### config.mk
export PLATFORM = sky130hd
export DESIGN_NAME = lifting_53_wavelet_flat
export DESIGN_NICKNAME = d
export VERILOG_FILES = /design/src/hw/rtl/lw53_pkg.sv /design/src/hw/rtl/lw53_in_if.sv /design/src/hw/rtl/lw53_out_if.sv /design/src/hw/rtl/lw53_cfg_if.sv /design/src/hw/rtl/lw53_core.sv /design/src/hw/rtl/lw53_rq.sv /design/src/hw/rtl/lifting_53_wavelet.sv /design/src/flat_wrapper.sv
export SDC_FILE = /design/constraint.sdc
export NUM_CORES = 2
export LEC_CHECK = 0
export ABC_AREA = 1
export BUFFER_PORTS_ARGS = -buffer_cell sky130_fd_sc_hd__buf_2
export CORE_ASPECT_RATIO = 1.5
export CORE_MARGIN = 4
export CORE_UTILIZATION = 35
export CTS_CLUSTER_SIZE = 28
export DETAILED_ROUTE_END_ITERATION = 8
export PLACE_DENSITY = 0.56
export SLEW_MARGIN = 25
export SYNTH_ARGS = -nofsm -noshare
export SYNTH_HDL_FRONTEND = slang
export SYNTH_SLANG_ARGS = --single-unit
### constraint.sdc
create_clock -name clk_i -period 9.9 [get_ports clk_i]
set_input_delay 1.98 -clock clk_i [delete_from_list [all_inputs] [get_ports clk_i]]
set_output_delay 1.98 -clock clk_i [all_outputs]
set_load 0.005 [all_outputs]
### src/hw/rtl/lw53_pkg.sv
// shared types and constants of the 5/3 lifting wavelet
`default_nettype none

package lw53_pkg;

  // fixed field widths
  localparam int unsigned LEN_W   = 13;
  localparam int unsigned CNT_W   = 13;
  localparam int unsigned POS_W   = 12;
  localparam int unsigned BAND_W  = 2;
  localparam int unsigned CFG_IDX_W  = 1;
  localparam int unsigned CFG_DATA_W = 13;

  // most results that one item can cause
  localparam int unsigned RES_MAX   = 3;
  localparam int unsigned RES_CNT_W = 2;

  // result queue geometry
  localparam int unsigned RQ_DEPTH = 8;
  localparam int unsigned RQ_PTR_W = 3;
  localparam int unsigned RQ_CNT_W = 4;

  // configuration register indexes
  localparam logic [CFG_IDX_W-1:0] CFG_DIRECTION     = 1'b0;
  localparam logic [CFG_IDX_W-1:0] CFG_SIGNAL_LENGTH = 1'b1;

  // reset value of the signal length
  localparam logic [LEN_W-1:0] LEN_RESET = 13'd4096;

  // band codes
  localparam logic [BAND_W-1:0] BAND_LOW    = 2'd0;
  localparam logic [BAND_W-1:0] BAND_HIGH   = 2'd1;
  localparam logic [BAND_W-1:0] BAND_SAMPLE = 2'd2;

  typedef enum logic {
    DIR_ANALYSIS  = 1'b0,
    DIR_SYNTHESIS = 1'b1
  } dir_e;

  // per-result side information
  typedef struct packed {
    logic [BAND_W-1:0] band;
    logic [POS_W-1:0]  position;
    logic              final_res;
  } res_tag_t;

endpackage

`default_nettype wire

### src/hw/rtl/lw53_in_if.sv
// input channel: one sample or coefficient per transaction
`default_nettype none

interface lw53_in_if #(
  parameter int unsigned VALUE_BITS = 18
);
  logic                         valid;
  logic                         ready;
  logic signed [VALUE_BITS-1:0] value;

  modport source (output valid, output value, input ready);
  modport sink   (input valid, input value, output ready);
endinterface

`default_nettype wire

### src/hw/rtl/lw53_out_if.sv
// result channel: one coefficient or sample per transaction
`default_nettype none

interface lw53_out_if #(
  parameter int unsigned VALUE_BITS = 18
);
  logic                               valid;
  logic                               ready;
  logic signed [VALUE_BITS-1:0]       result_value;
  logic [lw53_pkg::BAND_W-1:0]        band;
  logic [lw53_pkg::POS_W-1:0]         position;
  logic                               final_res;

  modport source (output valid, output result_value, output band, output position,
                  output final_res, input ready);
  modport sink   (input valid, input result_value, input band, input position,
                  input final_res, output ready);
endinterface

`default_nettype wire

### src/hw/rtl/lw53_cfg_if.sv
// configuration write channel
`default_nettype none

interface lw53_cfg_if;
  logic                              valid;
  logic                              ready;
  logic [lw53_pkg::CFG_IDX_W-1:0]    index;
  logic [lw53_pkg::CFG_DATA_W-1:0]   data;

  modport source (output valid, output index, output data, input ready);
  modport sink   (input valid, input index, input data, output ready);
endinterface

`default_nettype wire

### src/hw/rtl/lw53_core.sv
// input register, lifting state and single-pass lifting arithmetic
`default_nettype none

module lw53_core #(
  parameter int unsigned VALUE_BITS = 18,
  parameter int unsigned MAX_LENGTH = 4096
) (
  input  wire logic                clk_i,
  input  wire logic                rst_ni,
  lw53_cfg_if.sink                 cfg_i,
  lw53_in_if.sink                  in_i,
  input  wire logic                room_i,
  output logic [lw53_pkg::RES_CNT_W-1:0]                     push_cnt_o,
  output logic [lw53_pkg::RES_MAX-1:0][VALUE_BITS-1:0]       push_val_o,
  output lw53_pkg::res_tag_t [lw53_pkg::RES_MAX-1:0]         push_tag_o
);

  localparam int unsigned VB = VALUE_BITS;
  // held state width: values carried across a direction change can grow to about 4x
  localparam int unsigned SW = VALUE_BITS + 3;
  localparam int unsigned CW = VALUE_BITS + 4;   // working width
  localparam int unsigned LEN_W = lw53_pkg::LEN_W;
  localparam int unsigned CNT_W = lw53_pkg::CNT_W;
  localparam int unsigned POS_W = lw53_pkg::POS_W;
  localparam int unsigned LEN_CAP = (MAX_LENGTH > 8191) ? 8191 : MAX_LENGTH;
  localparam logic [LEN_W-1:0] LEN_CAP_L = LEN_W'(LEN_CAP);
  localparam logic [LEN_W-1:0] LEN_MIN   = LEN_W'(2);
  localparam logic signed [CW-1:0] SAT_HI = {{(CW-VB+1){1'b0}}, {(VB-1){1'b1}}};
  localparam logic signed [CW-1:0] SAT_LO = {{(CW-VB+1){1'b1}}, {(VB-1){1'b0}}};

  // divide by two, truncating toward zero
  function automatic logic signed [CW-1:0] div2(input logic signed [CW-1:0] x);
    logic signed [CW-1:0] t;
    t = x + {{(CW-1){1'b0}}, x[CW-1]};
    return t >>> 1;
  endfunction

  // divide by four, truncating toward zero
  function automatic logic signed [CW-1:0] div4(input logic signed [CW-1:0] x);
    logic signed [CW-1:0] t;
    t = x + {{(CW-2){1'b0}}, x[CW-1], x[CW-1]};
    return t >>> 2;
  endfunction

  // clamp to the signed result range
  function automatic logic [VB-1:0] sat(input logic signed [CW-1:0] x);
    logic [VB-1:0] r;
    if (x > SAT_HI) begin
      r = SAT_HI[VB-1:0];
    end else if (x < SAT_LO) begin
      r = SAT_LO[VB-1:0];
    end else begin
      r = x[VB-1:0];
    end
    return r;
  endfunction

  // configuration registers
  lw53_pkg::dir_e     dir_q;
  logic [LEN_W-1:0]   len_q;

  // input register
  logic               inq_valid_q;
  logic [VB-1:0]      inq_value_q;

  // lifting state
  logic [CNT_W-1:0]   count_q, count_d;
  logic [SW-1:0]      held_even_q, held_even_d;
  logic [SW-1:0]      held_odd_q, held_odd_d;
  logic [SW-1:0]      prev_high_q, prev_high_d;
  logic [SW-1:0]      pend_low_q, pend_low_d;

  logic               fire;
  logic [LEN_W-1:0]   n_eff;
  logic               last;
  logic [POS_W-1:0]   half_idx;
  logic [POS_W-1:0]   k_low;
  logic               low_first;

  logic signed [CW-1:0] v_x, he_x, ho_x, ph_x, pl_x;
  logic signed [CW-1:0] a_h_even, a_h, a_l, a_edge;
  logic signed [CW-1:0] s_se, s_so, s_last, s_end, s_sodd;

  logic [lw53_pkg::RES_CNT_W-1:0]               res_cnt;
  logic [lw53_pkg::RES_MAX-1:0][VB-1:0]         res_val;
  lw53_pkg::res_tag_t [lw53_pkg::RES_MAX-1:0]   res_tag;

  assign cfg_i.ready = 1'b1;
  assign fire        = inq_valid_q && room_i;
  assign in_i.ready  = !inq_valid_q || fire;

  // configuration writes
  always_ff @(posedge clk_i or negedge rst_ni) begin
    if (!rst_ni) begin
      dir_q <= lw53_pkg::DIR_ANALYSIS;
      len_q <= lw53_pkg::LEN_RESET;
    end else if (cfg_i.valid) begin
      unique case (cfg_i.index)
        lw53_pkg::CFG_DIRECTION:     dir_q <= lw53_pkg::dir_e'(cfg_i.data[0]);
        lw53_pkg::CFG_SIGNAL_LENGTH: len_q <= cfg_i.data[LEN_W-1:0];
        default: ;
      endcase
    end
  end

  // input register
  always_ff @(posedge clk_i or negedge rst_ni) begin
    if (!rst_ni) begin
      inq_valid_q <= 1'b0;
    end else if (in_i.ready) begin
      inq_valid_q <= in_i.valid;
    end
  end

  always_ff @(posedge clk_i) begin
    if (in_i.valid && in_i.ready) begin
      inq_value_q <= in_i.value;
    end
  end

  // effective length and position bookkeeping
  always_comb begin
    if (len_q < LEN_MIN) begin
      n_eff = LEN_MIN;
    end else if (len_q > LEN_CAP_L) begin
      n_eff = LEN_CAP_L;
    end else begin
      n_eff = len_q;
    end
    last      = (count_q >= (n_eff - LEN_W'(1)));
    half_idx  = count_q[CNT_W-1:1];
    k_low     = count_q[POS_W-1:0];
    low_first = count_q[0] ? (half_idx == '0) : (half_idx == POS_W'(1));
  end

  // lifting arithmetic on the widened operands
  always_comb begin
    v_x  = {{(CW-VB){inq_value_q[VB-1]}}, inq_value_q};
    he_x = {{(CW-SW){held_even_q[SW-1]}}, held_even_q};
    ho_x = {{(CW-SW){held_odd_q[SW-1]}}, held_odd_q};
    ph_x = {{(CW-SW){prev_high_q[SW-1]}}, prev_high_q};
    pl_x = {{(CW-SW){pend_low_q[SW-1]}}, pend_low_q};

    // analysis predict and update
    a_h_even = ho_x - div2(he_x + v_x);
    a_h      = count_q[0] ? (v_x - he_x) : a_h_even;
    a_l      = low_first ? (he_x + div2(a_h)) : (he_x + div4(a_h + ph_x));
    a_edge   = v_x + div2(a_h_even);

    // synthesis inverse steps
    s_se   = (half_idx == '0) ? (pl_x - div2(v_x)) : (pl_x - div4(v_x + ph_x));
    s_so   = ph_x + div2(he_x + s_se);
    s_last = v_x + s_se;
    s_end  = v_x - div2(ph_x);
    s_sodd = ph_x + div2(he_x + s_end);
  end

  // result selection and next state
  always_comb begin
    res_cnt     = '0;
    res_val     = '0;
    res_tag     = '0;
    held_even_d = held_even_q;
    held_odd_d  = held_odd_q;
    prev_high_d = prev_high_q;
    pend_low_d  = pend_low_q;
    count_d     = last ? '0 : count_q + CNT_W'(1);

    if (dir_q == lw53_pkg::DIR_ANALYSIS) begin
      if (!count_q[0]) begin
        held_even_d = v_x[SW-1:0];
        if (count_q != '0) begin
          res_val[0] = sat(a_l);
          res_tag[0] = '{band: lw53_pkg::BAND_LOW, position: half_idx - POS_W'(1),
                         final_res: 1'b0};
          res_val[1] = sat(a_h);
          res_tag[1] = '{band: lw53_pkg::BAND_HIGH, position: half_idx - POS_W'(1),
                         final_res: 1'b0};
          prev_high_d = a_h[SW-1:0];
          res_cnt     = 2'd2;
          if (last) begin
            res_val[2] = sat(a_edge);
            res_tag[2] = '{band: lw53_pkg::BAND_LOW, position: half_idx, final_res: 1'b1};
            res_cnt    = 2'd3;
          end
        end
      end else begin
        held_odd_d = v_x[SW-1:0];
        if (last) begin
          res_val[0]  = sat(a_l);
          res_tag[0]  = '{band: lw53_pkg::BAND_LOW, position: half_idx, final_res: 1'b0};
          res_val[1]  = sat(a_h);
          res_tag[1]  = '{band: lw53_pkg::BAND_HIGH, position: half_idx, final_res: 1'b1};
          prev_high_d = a_h[SW-1:0];
          res_cnt     = 2'd2;
        end
      end
    end else begin
      if (!count_q[0]) begin
        pend_low_d = v_x[SW-1:0];
        // odd-length edge: closing low coefficient
        if (last && (count_q >= CNT_W'(2))) begin
          res_val[0]  = sat(s_sodd);
          res_tag[0]  = '{band: lw53_pkg::BAND_SAMPLE, position: k_low - POS_W'(1),
                          final_res: 1'b0};
          res_val[1]  = sat(s_end);
          res_tag[1]  = '{band: lw53_pkg::BAND_SAMPLE, position: k_low, final_res: 1'b1};
          held_even_d = s_end[SW-1:0];
          res_cnt     = 2'd2;
        end
      end else begin
        // k is odd: 2i = k-1, 2i-1 = k-2, 2i+1 = k
        if (half_idx != '0) begin
          res_val[0] = sat(s_so);
          res_tag[0] = '{band: lw53_pkg::BAND_SAMPLE, position: k_low - POS_W'(2),
                         final_res: 1'b0};
          res_val[1] = sat(s_se);
          res_tag[1] = '{band: lw53_pkg::BAND_SAMPLE, position: k_low - POS_W'(1),
                         final_res: 1'b0};
          res_cnt    = 2'd2;
          if (last) begin
            res_val[2] = sat(s_last);
            res_tag[2] = '{band: lw53_pkg::BAND_SAMPLE, position: k_low, final_res: 1'b1};
            res_cnt    = 2'd3;
          end
        end else begin
          res_val[0] = sat(s_se);
          res_tag[0] = '{band: lw53_pkg::BAND_SAMPLE, position: k_low - POS_W'(1),
                         final_res: 1'b0};
          res_cnt    = 2'd1;
          if (last) begin
            res_val[1] = sat(s_last);
            res_tag[1] = '{band: lw53_pkg::BAND_SAMPLE, position: k_low, final_res: 1'b1};
            res_cnt    = 2'd2;
          end
        end
        held_even_d = s_se[SW-1:0];
        prev_high_d = v_x[SW-1:0];
      end
    end
  end

  // lifting state update
  always_ff @(posedge clk_i or negedge rst_ni) begin
    if (!rst_ni) begin
      count_q     <= '0;
      held_even_q <= '0;
      held_odd_q  <= '0;
      prev_high_q <= '0;
      pend_low_q  <= '0;
    end else if (fire) begin
      count_q     <= count_d;
      held_even_q <= held_even_d;
      held_odd_q  <= held_odd_d;
      prev_high_q <= prev_high_d;
      pend_low_q  <= pend_low_d;
    end
  end

  assign push_cnt_o = fire ? res_cnt : '0;
  assign push_val_o = res_val;
  assign push_tag_o = res_tag;

endmodule

`default_nettype wire

### src/hw/rtl/lw53_rq.sv
// result queue: takes up to three results a cycle, hands out one while the result channel is ready
`default_nettype none

module lw53_rq #(
  parameter int unsigned VALUE_BITS = 18
) (
  input  wire logic                                          clk_i,
  input  wire logic                                          rst_ni,
  input  wire logic [lw53_pkg::RES_CNT_W-1:0]                push_cnt_i,
  input  wire logic [lw53_pkg::RES_MAX-1:0][VALUE_BITS-1:0]  push_val_i,
  input  wire lw53_pkg::res_tag_t [lw53_pkg::RES_MAX-1:0]    push_tag_i,
  output logic                                               room_o,
  lw53_out_if.source                                         out_o
);

  localparam int unsigned PTR_W = lw53_pkg::RQ_PTR_W;
  localparam int unsigned CNT_W = lw53_pkg::RQ_CNT_W;
  localparam int unsigned DEPTH = lw53_pkg::RQ_DEPTH;
  localparam logic [CNT_W-1:0] ROOM_LIMIT = CNT_W'(DEPTH - lw53_pkg::RES_MAX);

  logic [VALUE_BITS-1:0]  val_q [DEPTH];
  lw53_pkg::res_tag_t     tag_q [DEPTH];
  logic [PTR_W-1:0]       wr_ptr_q, rd_ptr_q;
  logic [CNT_W-1:0]       count_q;
  logic                   pop;

  assign pop    = out_o.valid && out_o.ready;
  assign room_o = (count_q <= ROOM_LIMIT);

  // entry storage
  always_ff @(posedge clk_i) begin
    for (int e = 0; e < int'(lw53_pkg::RES_MAX); e++) begin
      if (e < int'(push_cnt_i)) begin
        val_q[wr_ptr_q + PTR_W'(e)] <= push_val_i[e];
        tag_q[wr_ptr_q + PTR_W'(e)] <= push_tag_i[e];
      end
    end
  end

  // pointers and fill level
  always_ff @(posedge clk_i or negedge rst_ni) begin
    if (!rst_ni) begin
      wr_ptr_q <= '0;
      rd_ptr_q <= '0;
      count_q  <= '0;
    end else begin
      wr_ptr_q <= wr_ptr_q + PTR_W'(push_cnt_i);
      rd_ptr_q <= rd_ptr_q + PTR_W'(pop);
      count_q  <= count_q + CNT_W'(push_cnt_i) - CNT_W'(pop);
    end
  end

  // head of queue drives the result channel
  assign out_o.valid        = (count_q != '0);
  assign out_o.result_value = val_q[rd_ptr_q];
  assign out_o.band         = tag_q[rd_ptr_q].band;
  assign out_o.position     = tag_q[rd_ptr_q].position;
  assign out_o.final_res    = tag_q[rd_ptr_q].final_res;

endmodule

`default_nettype wire

### src/hw/rtl/lifting_53_wavelet.sv
// one-level 5/3 lifting wavelet, analysis or synthesis over a stream
// each result passes the input register and then the result queue on its way to the output
// throughput: one input transaction per cycle; each item puts at most three results into an
//   eight-entry queue that drains one per cycle, so input waits only while fewer than three
//   entries are free, which needs a result side slower than one transaction per cycle
// reset clears the configuration to analysis with length 4096 and restarts the signal
`default_nettype none

module lifting_53_wavelet #(
  parameter int unsigned MAX_LENGTH = 4096,
  parameter int unsigned VALUE_BITS = 18
) (
  input  wire logic     clk_i,
  input  wire logic     rst_ni,
  lw53_cfg_if.sink      cfg_i,
  lw53_in_if.sink       in_i,
  lw53_out_if.source    out_o
);

  logic                                                 room;
  logic [lw53_pkg::RES_CNT_W-1:0]                       push_cnt;
  logic [lw53_pkg::RES_MAX-1:0][VALUE_BITS-1:0]         push_val;
  lw53_pkg::res_tag_t [lw53_pkg::RES_MAX-1:0]           push_tag;

  // lifting stage
  lw53_core #(
    .VALUE_BITS (VALUE_BITS),
    .MAX_LENGTH (MAX_LENGTH)
  ) u_core (
    .clk_i      (clk_i),
    .rst_ni     (rst_ni),
    .cfg_i      (cfg_i),
    .in_i       (in_i),
    .room_i     (room),
    .push_cnt_o (push_cnt),
    .push_val_o (push_val),
    .push_tag_o (push_tag)
  );

  // result queue
  lw53_rq #(
    .VALUE_BITS (VALUE_BITS)
  ) u_rq (
    .clk_i      (clk_i),
    .rst_ni     (rst_ni),
    .push_cnt_i (push_cnt),
    .push_val_i (push_val),
    .push_tag_i (push_tag),
    .room_o     (room),
    .out_o      (out_o)
  );

endmodule

`default_nettype wire
### src/flat_wrapper.sv
// flat-port wrapper written by rule: the top's interface ports become plain ports
module lifting_53_wavelet_flat 
#(
  parameter int unsigned MAX_LENGTH = 4096,
  parameter int unsigned VALUE_BITS = 18
)
  (clk_i, rst_ni, cfg_i_valid, cfg_i_index, cfg_i_data, cfg_i_ready, in_i_valid, in_i_value, in_i_ready, out_o_valid, out_o_result_value, out_o_band, out_o_position, out_o_final_res, out_o_ready);
  lw53_cfg_if cfg_i_i ();
  lw53_in_if #(.VALUE_BITS(VALUE_BITS)) in_i_i ();
  lw53_out_if #(.VALUE_BITS(VALUE_BITS)) out_o_i ();
  input  wire logic clk_i;
  input  wire logic rst_ni;
  input wire logic [$bits(cfg_i_i.valid)-1:0] cfg_i_valid;
  input wire logic [$bits(cfg_i_i.index)-1:0] cfg_i_index;
  input wire logic [$bits(cfg_i_i.data)-1:0] cfg_i_data;
  output wire logic [$bits(cfg_i_i.ready)-1:0] cfg_i_ready;
  input wire logic [$bits(in_i_i.valid)-1:0] in_i_valid;
  input wire logic [$bits(in_i_i.value)-1:0] in_i_value;
  output wire logic [$bits(in_i_i.ready)-1:0] in_i_ready;
  output wire logic [$bits(out_o_i.valid)-1:0] out_o_valid;
  output wire logic [$bits(out_o_i.result_value)-1:0] out_o_result_value;
  output wire logic [$bits(out_o_i.band)-1:0] out_o_band;
  output wire logic [$bits(out_o_i.position)-1:0] out_o_position;
  output wire logic [$bits(out_o_i.final_res)-1:0] out_o_final_res;
  input wire logic [$bits(out_o_i.ready)-1:0] out_o_ready;
  assign cfg_i_i.valid = cfg_i_valid;
  assign cfg_i_i.index = cfg_i_index;
  assign cfg_i_i.data = cfg_i_data;
  assign cfg_i_ready = cfg_i_i.ready;
  assign in_i_i.valid = in_i_valid;
  assign in_i_i.value = in_i_value;
  assign in_i_ready = in_i_i.ready;
  assign out_o_valid = out_o_i.valid;
  assign out_o_result_value = out_o_i.result_value;
  assign out_o_band = out_o_i.band;
  assign out_o_position = out_o_i.position;
  assign out_o_final_res = out_o_i.final_res;
  assign out_o_i.ready = out_o_ready;
  lifting_53_wavelet #(.MAX_LENGTH(MAX_LENGTH), .VALUE_BITS(VALUE_BITS)) u_core (.clk_i(clk_i), .rst_ni(rst_ni), .cfg_i(cfg_i_i), .in_i(in_i_i), .out_o(out_o_i));
endmodule
== After elaboration in Yosys (flattened, before gate mapping) ==
Memories as Yosys holds them, arrays and structs flattened.
Cells that the tools add are included.

* Bits in registers: 134
* Bits in latches: 0
* RAM bits: 264
* Memory bits (read-only): 0
* Input bits: 37
* Output and inout bits: 36
* Word-level logic and storage cells: 171
* Memories: 2

* Add/sub/neg operators: 36
* $mul: 0
* Div/mod/pow operators: 0
* Magnitude comparators: 24
* Equal/unequal tests: 5
* Shift-type cells: 0
* Mux-type cells: 72
* Bitwise logic cells: 3
* Reductions and logical operators: 17

{| class="wikitable"
|+ Memories
! name !! words !! width !! read ports !! clocked after Yosys merged registers in !! wr ports !! RTL line !! text
|-
| u_core.u_rq.val_q || 8 || 18 || 1 || 0 || 3 || lw53_rq.sv:21 || <nowiki>logic [VALUE_BITS-1:0] val_q [DEPTH];</nowiki>
|-
| u_core.u_rq.tag_q || 8 || 15 || 1 || 0 || 3 || lw53_rq.sv:22 || <nowiki>lw53_pkg::res_tag_t tag_q [DEPTH];</nowiki>
|}

{| class="wikitable"
|+ Operators with widths
! kind !! number
|-
| 18-bit 2-to-1 mux || 21
|-
| 21-bit 2-to-1 mux || 9
|-
| 36-bit 2-to-1 mux || 5
|-
| 22-bit by 18-bit > comparator with 1-bit output (second input constant) || 8
|-
| 22-bit by 18-bit less-than comparator with 1-bit output (second input constant) || 8
|-
| 30-bit 2-to-1 mux || 4
|-
| 22-bit by 1-bit adder with 22-bit output || 5
|-
| 54-bit 2-to-1 mux || 2
|-
| 21-bit by 21-bit adder with 22-bit output || 3
|-
| 22-bit 2-to-1 mux || 3
|-
| 18-bit by 21-bit subtractor with 22-bit output || 3
|-
| 15-bit 2-to-1 mux || 4
|-
| 13-bit 2-to-1 mux || 4
|-
| 45-bit 2-to-1 mux || 1
|-
| 18-bit by 21-bit adder with 22-bit output || 2
|-
| 21-bit by 22-bit adder with 22-bit output || 2
|-
| 22-bit by 2-bit adder with 22-bit output || 2
|-
| 43-bit 2-to-1 mux || 1
|-
| 29-bit 2-to-1 mux || 1
|-
| 12-bit by 1-bit subtractor with 12-bit output (second input constant) || 2
|-
| 18-bit by 22-bit adder with 22-bit output || 1
|-
| 21-bit by 18-bit adder with 22-bit output || 1
|-
| 21-bit by 2-bit adder with 22-bit output || 1
|-
| 21-bit by 20-bit adder with 22-bit output || 1
|-
| other kinds (39) || 63
|}

== Longest topological paths before layout ==
* Depth in word-level cells: 14
* Depth in mapped cells: 75
* Mapped depth without buffers: 74

== By module ==
From an unflattened synthesis, not the netlist that was laid out.

* Cells, all modules: 7970
* Area, all modules: 50399.6 µm²

{| class="wikitable"
|+ Modules (own cells, without submodules)
! module !! instances !! cells an instance !! area an instance (µm²) !! seq. area each (µm²)
|-
| lw53_core || 1 || 5468 || 31900.6 || 3194.3
|-
| lw53_rq || 1 || 2502 || 18499.0 || 8177.8
|}

== Least setup slack after synthesis ==
Ideal clock, no wire load.

* Path kind: flip-flop to flip-flop
* Start point: register u_core.u_core.inq_value_q[17]
* End point: memory u_core.u_rq.val_q[0][9], data pin
* Setup time: 253 ps
* Arrival: 8992 ps
* Required time: 9647 ps
* Slack: 655 ps
* Stages on the path, launching flop included: 68
* Buffers on the path: 1
* Period minus slack after synthesis: 9245 ps
* Cell sequence: edfxtp_1 > ha_1 > nand2_1 > nor2_1 > nand2_1 > nor4_1 > nand2_1 > o2111ai_1 > o21ai_1 > ha_1 > nand3_1 > nand2_1 > nand2_1 > nor2_1 > nand3_1 > xor2_1 > ha_1 > nand2_1 > [32 not listed] > nand2_1 > nor2_1 > inv_1 > nor2_1 > nand3_1 > nand3_1 > nand2_1 > nand2_1 > nand4_1 > a21oi_2 > buf_4 > a21oi_1 > nand2_1 > nand2_1 > nand2_1 > nand2_1 > nor2_1 > nor2_1

{| class="wikitable"
|+ RTL lines
! element !! RTL line !! text
|-
| start: declaration || lw53_core.sv:64 || <nowiki>logic [VB-1:0] inq_value_q;</nowiki>
|-
| start signal: assignment || lw53_core.sv:117 || <nowiki>inq_value_q <= in_i.value;</nowiki>
|-
| end: declaration || lw53_rq.sv:21 ||
|}

==> out/results.txt <==
Post-route non-filler standard cell count: 10498
GRT Total Usage: 34.3%
Antenna violation net count after detailed routing: 0
CTS tree: yes
Fin crit share: 95.5%
Io pins: 73
Async SR Flop Fraction: 29.1%
Most frequent cells in the layout: nand2_1, buf_4, nor2_1
Max-slew violations: 0
Max_slew headroom: 20.3%
Cell at the slowest stage of the critical path: edfxtp_1
TritonRoute pass-1 iters: 6
Sequential fraction of the synthesis area: 23.5%
Syn Area/Cell: 6.29 um^2
GR Overflow Total: 0
Gate Count Post-Synth: 7634
Worst Hold Class: reg -> reg
CP dominant cell by count: inv_1
EDFF count, synth: 274
Dpl hpwl: 205000 um
Die ar.: 143000 um^2
First-pass GRT wire length: 361000 um
CTS Hold Bufs: 0
Vias in the first global route: 55263
Mapped cell area: 48000 um^2
Root buffer cell: clkbuf_16
Crit Path Category: reg -> reg
Status: complete, no violations
Vias/cell: 5.50
Actual slew at the worst max-slew pin: 1.19 ns
Worst clock skew: 0.0368 ns
First DRT Iteration DRCs: 5286
Top_reg_cell synth: edfxtp_1
CP max FO: 8
CTS Buf Count: 46
CTS H-tree depth: 2
Max_cap viols: 0
Setup TNS: 0 ns
Starting Density: 35.2%
Average routed wire per standard cell: 24.3 um
CP Launch Type: register
Core outline area: 136000 um^2
RSZ-0062 raised after global routing: true
Place WS: -0.310 ns
Fraction of layout cells with a size suffix above 1: 20.9%
Syn nets: 8042
Worst path max stage delay: 0.42 ns
Placed Cells: 10366
DR vias: 57699
Port Buffer Count: 71
# setup viols final: 0
Final core utilization: 45.2%
Synth unique cells: 73
WL final: 255000 um
Clk sinks: 398
Hold Vio Cnt, Final: 0
Drt drc: 0
Yosys reg bits: 398
Nets@finish: 9095
Worst setup margin: 0.441 ns
Maximum clock path buffer count: 3
Crit path required time: 10.30 ns
Synth Warn #: 0
Worst-path clk slew: 0.06 ns
Pin count of the biggest net entering global routing: 79
Tmin final: 9.46 ns
Critical path capture point type: register
Area added between synthesis and finish: 28.5%
Die W: 310 um
Routability cong.: 1.08
Arrival time worst endpoint: 9.86 ns
Skew-Pair Late Insertion Delay: 0.68 ns
Fmax: 0.106 GHz
Row cnt: 166
Initial antenna violation count: 14
Most common cell after layout, fill and taps aside: nand2_1
Die height: 462 um
==> sequential cells by signal, indices dropped and copies added (netlist names) <==
signal	count
u_core.u_core.held_odd_q	18
u_core.u_rq.tag_q	120
u_core.u_rq.val_q	144
u_core.u_core.pend_low_q	18
u_core.u_core.held_even_q	21
u_core.u_core.dir_q	1
u_core.u_rq.wr_ptr_q	3
u_core.u_core.prev_high_q	21
u_core.u_core.inq_valid_q	1
u_core.u_core.len_q	13
u_core.u_rq.rd_ptr_q	3
u_core.u_core.inq_value_q	18
u_core.u_core.count_q	13
u_core.u_rq.count_q	4
==> metal layers <==
| layer | track usage (%) | vias to the layer above | part of all wire, % |
|---|---|---|---|
| met3 | 5.54 | 979 | 6.7 |
| li1 | - | 27336 | - |
| met2 | 59.9 | 2600 | 48 |
| met1 | 35.6 | 26782 | 34 |
| met4 | 30.2 | 2 | 11 |
| met5 | 0 | - | 0.0055 |
==> final timing paths <==
check	from	to	slack (ns)	cells past startpoint
worst max-delay path	u_core.u_core.inq_value_q[0]$_DFFE_PP_	u_core.u_rq.val_q[0][12]$_DFFE_PP_	0.44	69
worst min-delay path	u_core.u_rq.tag_q[4][13]$_SDFFE_PP0P_	u_core.u_rq.tag_q[4][13]$_SDFFE_PP0P_	0.48	2
worst max register to register	u_core.u_core.inq_value_q[0]$_DFFE_PP_	u_core.u_rq.val_q[0][12]$_DFFE_PP_	0.44	69
worst min register to register	u_core.u_rq.tag_q[4][13]$_SDFFE_PP0P_	u_core.u_rq.tag_q[4][13]$_SDFFE_PP0P_	0.48	2
max in group asynchronous	rst_ni	u_core.u_core.pend_low_q[16]$_DFFE_PN0P_	6.75	3
min in group asynchronous	rst_ni	u_core.u_core.len_q[3]$_DFFE_PN0P_	1.27	1
==> layout make-up <==
| cell class | instances | area [um^2] |
|---|---|---|
| antenna | 10 | 25.0 |
| clock buffer | 63 | 1260 |
| clock inverter | 22 | 228 |
| fill | 14370 | 74800 |
| inverter | 820 | 3090 |
| multi-input combinational | 6199 | 34300 |
| sequential | 398 | 11300 |
| tap | 1764 | 2210 |
| timing repair buffer | 1222 | 9240 |
==> cell families (layout without fill, tap and decap cells) <==
family | Yosys count | after routing | synth area share [%]
buf+inv | 1037 | 2127 | 8.74
flops | 398 | 398 | 23.5
mux | 25 | 25 | 0.586
xor+xnor | 333 | 333 | 6.09
fa+ha+maj | 371 | 371 | 9.93
simple gates | 4272 | 4272 | 36.9
other cells | 1 | 11 | 0.00781
compound gates | 1197 | 1197 | 14.2
==> through the flow <==
step	area (um^2)	hold WS, ns
after floorplan	48000	0.438
after global placement	58100	0.467
after detailed placement	58100	0.475
after CTS	59700	0.484
after global routing	61700	0.503
final	61700	0.481
==> cells in the mapped netlist, types with 33 or more instances <==
master       n  area, um^2
ha_1       354        4430
o21bai_1    43         323
xnor2_1    103         902
a31oi_1     55         344
nand2_1   2261        8490
clkbuf_1    99         372
nor3_1      86         430
dfrtp_1    115        2880
nand4_1    105         657
a21oi_1    411        2060
o211ai_1    47         353
nand3_1    640        3200
edfxtp_1   274        8230
o21ai_0    440        2200
buf_2       63         315
xor2_1     229        2010
o22ai_1     60         375
nor2_1    1031        3870
inv_1      786        2950
buf_4       33         248
==> worst max-delay path, delay by kind of cell, from the launching register on <==
kind                     cells  cell delay [ns]
buffers and inverters       17             1.76
AND/OR/NAND/NOR             35             3.91
XOR/XNOR                     3             0.50
adder cells (fa/ha/maj)      6             1.54
flip-flops                   1             0.42
AO/OA/AOI/OAI                8             1.05
==> what timing repair did <==
action,4_1_cts,5_1_grt
cloned,0,2
endpoints found under the setup margin,144,144
buffers inserted,3,32
pin swaps,3,85
resized for setup,37,384
Power is left out: the tool's default activity adds up to more than one toggle a clock period on the data nets, which glitch-free logic cannot reach.
